===== src/rtl/xvbc_pkg.sv =====
// ----------------------------------------------------------------------------
// xvbc_pkg
// shared types, constants and helpers for the xtea-style block cipher
// ----------------------------------------------------------------------------
`timescale 1ns / 1ps
`default_nettype none

package xvbc_pkg;

  localparam int unsigned WordW          = 32;
  localparam int unsigned KeyWords       = 4;
  localparam int unsigned KeyIdxW        = 2;
  localparam int unsigned RoundCountDef  = 32;
  localparam logic [WordW-1:0] Delta     = 32'h9e37_79b9;

  // configuration register indexes
  localparam logic [KeyIdxW-1:0] KEY_WORD0_IDX = 2'd0;
  localparam logic [KeyIdxW-1:0] KEY_WORD1_IDX = 2'd1;
  localparam logic [KeyIdxW-1:0] KEY_WORD2_IDX = 2'd2;
  localparam logic [KeyIdxW-1:0] KEY_WORD3_IDX = 2'd3;

  typedef logic [KeyWords-1:0][WordW-1:0] key_t;

  typedef struct packed {
    logic             decrypt;
    logic [WordW-1:0] y;
    logic [WordW-1:0] z;
  } blk_t;

  // k * delta modulo 2^32, only ever evaluated on constants
  function automatic logic [WordW-1:0] delta_mult(input int unsigned k);
    logic [2*WordW-1:0] prod;
    prod = (2*WordW)'(k) * (2*WordW)'(Delta);
    return prod[WordW-1:0];
  endfunction

endpackage

`default_nettype wire


===== src/rtl/xvbc_round_stage.sv =====
// ----------------------------------------------------------------------------
// xvbc_round_stage
// one registered half-round of the cipher, encrypt or decrypt per item
// ----------------------------------------------------------------------------
`timescale 1ns / 1ps
`default_nettype none

module xvbc_round_stage #(
  parameter int unsigned ROUND_COUNT = xvbc_pkg::RoundCountDef,
  parameter int unsigned STAGE_IDX   = 0
) (
  input  wire logic           clk_i,
  input  wire logic           rst_ni,
  input  wire xvbc_pkg::key_t key_i,
  input  wire logic           in_valid_i,
  output logic                in_ready_o,
  input  wire xvbc_pkg::blk_t in_blk_i,
  output logic                out_valid_o,
  input  wire logic           out_ready_i,
  output xvbc_pkg::blk_t      out_blk_o
);

  localparam int unsigned Round      = STAGE_IDX / 2;
  localparam bit          SecondHalf = (STAGE_IDX % 2) == 1;

  localparam logic [xvbc_pkg::WordW-1:0] EncSum = SecondHalf ?
      xvbc_pkg::delta_mult(Round + 1) : xvbc_pkg::delta_mult(Round);
  localparam logic [xvbc_pkg::WordW-1:0] DecSum = SecondHalf ?
      xvbc_pkg::delta_mult(ROUND_COUNT - Round - 1) :
      xvbc_pkg::delta_mult(ROUND_COUNT - Round);

  // y updates take key[sum & 3], z updates key[(sum >> 11) & 3]
  localparam logic [xvbc_pkg::KeyIdxW-1:0] EncKeySel =
      SecondHalf ? EncSum[12:11] : EncSum[1:0];
  localparam logic [xvbc_pkg::KeyIdxW-1:0] DecKeySel =
      SecondHalf ? DecSum[1:0] : DecSum[12:11];

  logic                          valid_q, valid_d;
  xvbc_pkg::blk_t                blk_q, blk_d;
  logic                          load;
  logic                          upd_y;
  logic [xvbc_pkg::WordW-1:0]    src, tgt, sum, keyw, shx, mix, res;

  always_comb begin
    // encrypt updates y on the first half, decrypt on the second
    upd_y = (in_blk_i.decrypt == SecondHalf);
    src   = upd_y ? in_blk_i.z : in_blk_i.y;
    tgt   = upd_y ? in_blk_i.y : in_blk_i.z;
    sum   = in_blk_i.decrypt ? DecSum : EncSum;
    keyw  = key_i[in_blk_i.decrypt ? DecKeySel : EncKeySel];
    shx   = {src[xvbc_pkg::WordW-5:0], 4'b0000}
            ^ {{5{src[xvbc_pkg::WordW-1]}}, src[xvbc_pkg::WordW-1:5]};
    mix   = shx + (src ^ sum) + keyw;
    res   = in_blk_i.decrypt ? (tgt - mix) : (tgt + mix);

    blk_d         = in_blk_i;
    if (upd_y) begin
      blk_d.y = res;
    end else begin
      blk_d.z = res;
    end
  end

  assign in_ready_o = !valid_q || out_ready_i;
  assign load       = in_ready_o && in_valid_i;
  assign valid_d    = in_ready_o ? in_valid_i : valid_q;

  always_ff @(posedge clk_i or negedge rst_ni) begin
    if (!rst_ni) begin
      valid_q <= 1'b0;
    end else begin
      valid_q <= valid_d;
    end
  end

  always_ff @(posedge clk_i) begin
    if (load) begin
      blk_q <= blk_d;
    end
  end

  assign out_valid_o = valid_q;
  assign out_blk_o   = blk_q;

endmodule

`default_nettype wire


===== config.mk =====
export PLATFORM = sky130hd
export DESIGN_NAME = xvbc_round_stage
export DESIGN_NICKNAME = d
export VERILOG_FILES = /design/src/rtl/xvbc_pkg.sv /design/src/rtl/xvbc_round_stage.sv
export SDC_FILE = /design/constraint.sdc
export NUM_CORES = 1
export LEC_CHECK = 0
export ABC_AREA = 1
export BUFFER_PORTS_ARGS = -buffer_cell sky130_fd_sc_hd__buf_2
export CORE_ASPECT_RATIO = 0.75
export CORE_UTILIZATION = 35
export CTS_CLUSTER_SIZE = 28
export DETAILED_ROUTE_END_ITERATION = 8
export PLACE_DENSITY = 0.66
export SLEW_MARGIN = 20
export SYNTH_ARGS = -nofsm -noshare
export SYNTH_HDL_FRONTEND = slang
export SYNTH_SLANG_ARGS = --single-unit

===== constraint.sdc =====
create_clock -name clk_i -period 4.5 [get_ports clk_i]
set_clock_uncertainty 0.15 [all_clocks]
set_input_delay 0.675 -clock clk_i [delete_from_list [all_inputs] [get_ports clk_i]]
set_output_delay 0.675 -clock clk_i [all_outputs]
set_load 0.05 [all_outputs]

== Yosys cells after proc, flatten, opt, wreduce, memory -nomap -nowiden ==
Cells that the tools add are included.
Storage, ports and cells
  flip-flop bits (word level): 66
  word-level logic and storage cells: 23
  memory bits (writable): 0
  output and inout port bits: 67
  memories kept: 0
  bits in latches: 0
  bits in read-only memories: 0
  input bits: 197
Cells by class
  equal/unequal tests: 0
  reductions and logical operators: 3
  shifts and indexed selects: 0
  $lt $le $gt $ge: 1
  divide/modulo/power cells: 0
  bitwise gates (word level): 2
  muxes and demuxes: 9
  multiply operators: 0
  $add $sub $neg: 4
Operator list (number)
  $mux 32: 7
  $add 32x32->32: 3
  $bmux 32 s2: 1
  $xor 32x32->32: 2
  $sub 32x32->32: 1
  $lt 2x3->1 const B: 1
  $mux 2: 1
  $logic_and 1x1->1: 1
  $logic_not 1->1: 1
  $logic_or 1x1->1: 1

== Longest topological paths before layout ==
  depth after elaboration: 7
  gate-level depth with buffers: 39
  gate-level depth less buffers: 36

== Worst setup path before layout ==
OpenSTA, ideal clock, no wires.
  path kind: input-to-reg
  start point: input in_blk_i[64] (netlist bit)
  end point: register blk_q (netlist bit out_blk_o[28]), data pin
  required time: 4.083 ns
  library setup time: 0.267 ns
  data arrival time: 5.962 ns
  stages on the path: 36
  slack: -1.879 ns
  buffers on the path: 4
  cells stage by stage: buf_4 -> clkinv_1 -> buf_4 -> clkbuf_1 -> clkbuf_1 -> nand2_1 -> nand2_1 -> fa_1 -> ha_1 -> inv_1 -> fa_1 -> nand2_1 -> nor2_1 -> nand2_1 -> nand3b_1 -> nor2_1 -> nand2_1 -> nor2_4 -> nand3_2 -> nor2_2 -> inv_1 -> o21ai_0 -> xor2_1 -> inv_1 -> ha_1 -> a21oi_1 -> inv_1 -> a31oi_1 -> inv_1 -> a21oi_1 -> nand3_1 -> a21oi_1 -> o21ai_0 -> or2_2 -> nand3_1 -> o21ai_0
RTL lines
  start: declaration: line xvbc_round_stage.sv:17  | input wire xvbc_pkg::blk_t in_blk_i,
  end signal: assignment: line xvbc_round_stage.sv:78  | blk_q <= blk_d;
  end: declaration: line xvbc_round_stage.sv:39  | xvbc_pkg::blk_t blk_q, blk_d;

==> summary.txt <==
CP peak stage delay: 500 ps
Vias in the first global route: 12170
First-pass GRT wire length: 61010 um
Actual slew at the worst max-slew pin: 854.7 ps
Synth area leaders: nand2_1 (22%), edfxtp_1 (20%), inv_1 (9.6%)
Final worst path period share: 127.9%
Rel. slew slack: 43.02%
IO Count: 264
Die Span X: 194.6 um
Netlist cell types: 46
Total power: 0.01306 W
Avg Cell Area, Syn: 6.386 um2
TritonCTS clock tree: done
Synth Warn #: 0
Multi-input logic area: 0.008869 mm2
DRT antenna net count: 0
Syn-to-layout area delta: 76.10%
Per-cell routed wire length: 16.52 um
Commonest cells post-synth: nand2_1 (568), inv_1 (249), o21ai_0 (93)
Fin crit period: 5756 ps
Ratio of cells with drive above 1 in the final layout: 50.45%
CP endpoint kind: register
TritonRoute pass-1 iters: 5
Drt via density: 4.963
Sequential share of the synthesized area: 20.30%
Die ar.: 0.02850 mm2
PwrDens: 761.5 mW/mm2
Critical Path Start Type: input port
CP Class: input port to register
Fill count: 2227
Total grt overflow: 0
GP Congestion: 0.9651
CP most frequent cell: nand2_1
Initial DRC count: 902
Clock sink total: 66
P_leak: 8.824 nW
Post-synth EDFFs: 65
Max Slew Vio Count: 0
Final hold vios: 0
Final wirelength: 41010 um
Final Util: 63.21%
Most frequent cell after synthesis: nand2_1
Ys async rst share: 1.515%
Starting Density: 35.89%
DP HPWL: 30550 um
Clock slew at reported path FFs: 50 ps
Final Net Count: 2418
Post-synth top area share: 21.89%
Status: finished, violations left
Input/output buffers: 199
CP max-delay cell: fa_1
H-tree depth: 3
Hold Crit Class: input port to register
Area leader, netlist: nand2_1
Maximum VDD drop: 432.8 uV
Reg area: 0.001977 mm2
Total core area: 0.02713 mm2
R2R Setup Slk: 2690 ps
CTS root buffer: clkbuf_16
Via count: 12320
CTS Buffer Depth: 2
Synthesized area: 0.009738 mm2
Critical Path RT: 4440 ps
Die H: 146.5 um
FP Rows: 52
PnR worst setup slack: -1256 ps
Setup violators final: 54
Max Cap Viol: 0
Fmax: 173.7 MHz
GRT Util Overall: 27.22%
Largest net degree at the start of global routing: 66
Synth Instances: 1525
Skew-Pair Late Insertion Delay: 340 ps
Synth Flop Type: edfxtp_1
Post-route DRC: 0
Syn nets: 1817
WP data arrival: 5700 ps
Number of synthesized register bits: 66
Failing checks: setup timing
RSZ-0062 raised after global routing: true
Crit Path Max Fanout: 9
Initial antenna violation count: 0
Total CTS buffers: 9
## where the power goes
group / switching [W] / internal [W]
Clock: 0.000281 / 0.000427
Combinational: 0.00617 / 0.00517
Sequential: 0.0000444 / 0.000971
Total: 0.00649 / 0.00657
## layer usage
metal  wire length (um)  GRT usage, %  share of wire [%]
met1              17720         35.20                 43
met2              19030         45.68                 46
met3               2597         3.881                6.3
met4               1668         10.87                4.1
met5                  0             0                  0
## path summary, 6_finish.rpt
path                                         start                      end  cells past startpoint
min in group asynchronous                   rst_ni  out_valid_o$_DFFE_PN0N_                      2
hold / removal                          in_valid_i  out_valid_o$_DFFE_PN0N_                      3
setup reg to reg           out_valid_o$_DFFE_PN0N_  out_blk_o[57]$_DFFE_PP_                      2
setup / recovery                      in_blk_i[64]  out_blk_o[28]$_DFFE_PP_                     33
hold reg to reg            out_valid_o$_DFFE_PN0N_  out_valid_o$_DFFE_PN0N_                      2
max in group asynchronous                   rst_ni  out_valid_o$_DFFE_PN0N_                      2
## registers in the layout, summed over array words and instances (netlist names)
| name | count |
|---|---|
| out_valid_o | 1 |
| out_blk_o | 65 |
## cell type report
cell class                      count  area share, %
Tap cell                          351          2.561
Timing Repair inverter              3         0.2554
Clock inverter                      7         0.4013
Clock buffer                        9          1.313
Sequential cell                    66          11.53
Timing Repair Buffer              618          26.45
Antenna cell                        1        0.01459
Inverter                          255          5.764
Multi-Input combinational cell   1173          51.71
## layout by cell type, fill, tap and decap left out, types with 12 or more instances in the layout
cell / n
nand2_1: 440
buf_4: 365
inv_1: 214
buf_2: 198
nand2_2: 120
edfxtp_1: 65
o21ai_1: 45
nor2_1: 44
nand3_1: 42
buf_6: 41
ha_4: 38
inv_2: 37
nand3_2: 36
fa_1: 31
a21oi_1: 28
o21ai_0: 26
nor2_2: 25
nand2_4: 24
o21ai_2: 24
xor2_1: 24
xnor2_1: 23
ha_1: 23
nor2_4: 20
a21oi_2: 19
xor2_2: 16
mux2i_1: 14
xnor2_2: 14
nand4_1: 12
a21oi_4: 12
## critical path: cells and delay by family
family | cells | cell delay (ps)
AOI/OAI and AO/OA | 4 | 470
xor gates and xnor gates | 2 | 350
adders and majority gates | 3 | 1120
buffers and inverters | 8 | 940
and+or+nand+nor | 16 | 2140
## cells by family (layout without fill, tap and decap cells)
kind of cell,count (synthesis),after routing,synth area share [%]
DFF,66,66,20.30
muxes,19,19,1.953
and+or+nand+nor,796,796,34.28
xor gates and xnor gates,84,84,7.555
buffers and inverters,286,892,11.35
AOI/OAI and AO/OA,179,179,9.816
other,0,1,0
adders and majority gates,95,95,14.75
## repair_timing
action	4_1_cts	5_1_grt
resized for setup	291	211
endpoints found under the hold margin	1	0
endpoints found under the setup margin	52	56
cloned	7	1
buffers inserted	38	24
pin swaps	116	135
hold buffers	1	0
## metrics by stage
stage | hold slack [ps] | TNS, ps | setup WS [ps] | cells | cell area [um2]
3_5_place_dp | 300.9 | -73860 | -1895 | 2410 | 14230
2_1_floorplan | 229.4 | -37750 | -1314 | 1525 | 10180
3_3_place_gp | 300.3 | -69020 | -1820 | 2410 | 14230
4_1_cts | 428.6 | -40530 | -1063 | 2464 | 16220
6_report | 427.1 | -43500 | -1256 | 2483 | 17150
5_1_grt | 450.9 | -53890 | -1529 | 2482 | 17150
Note: power is estimated with default switching activity, not from simulation.
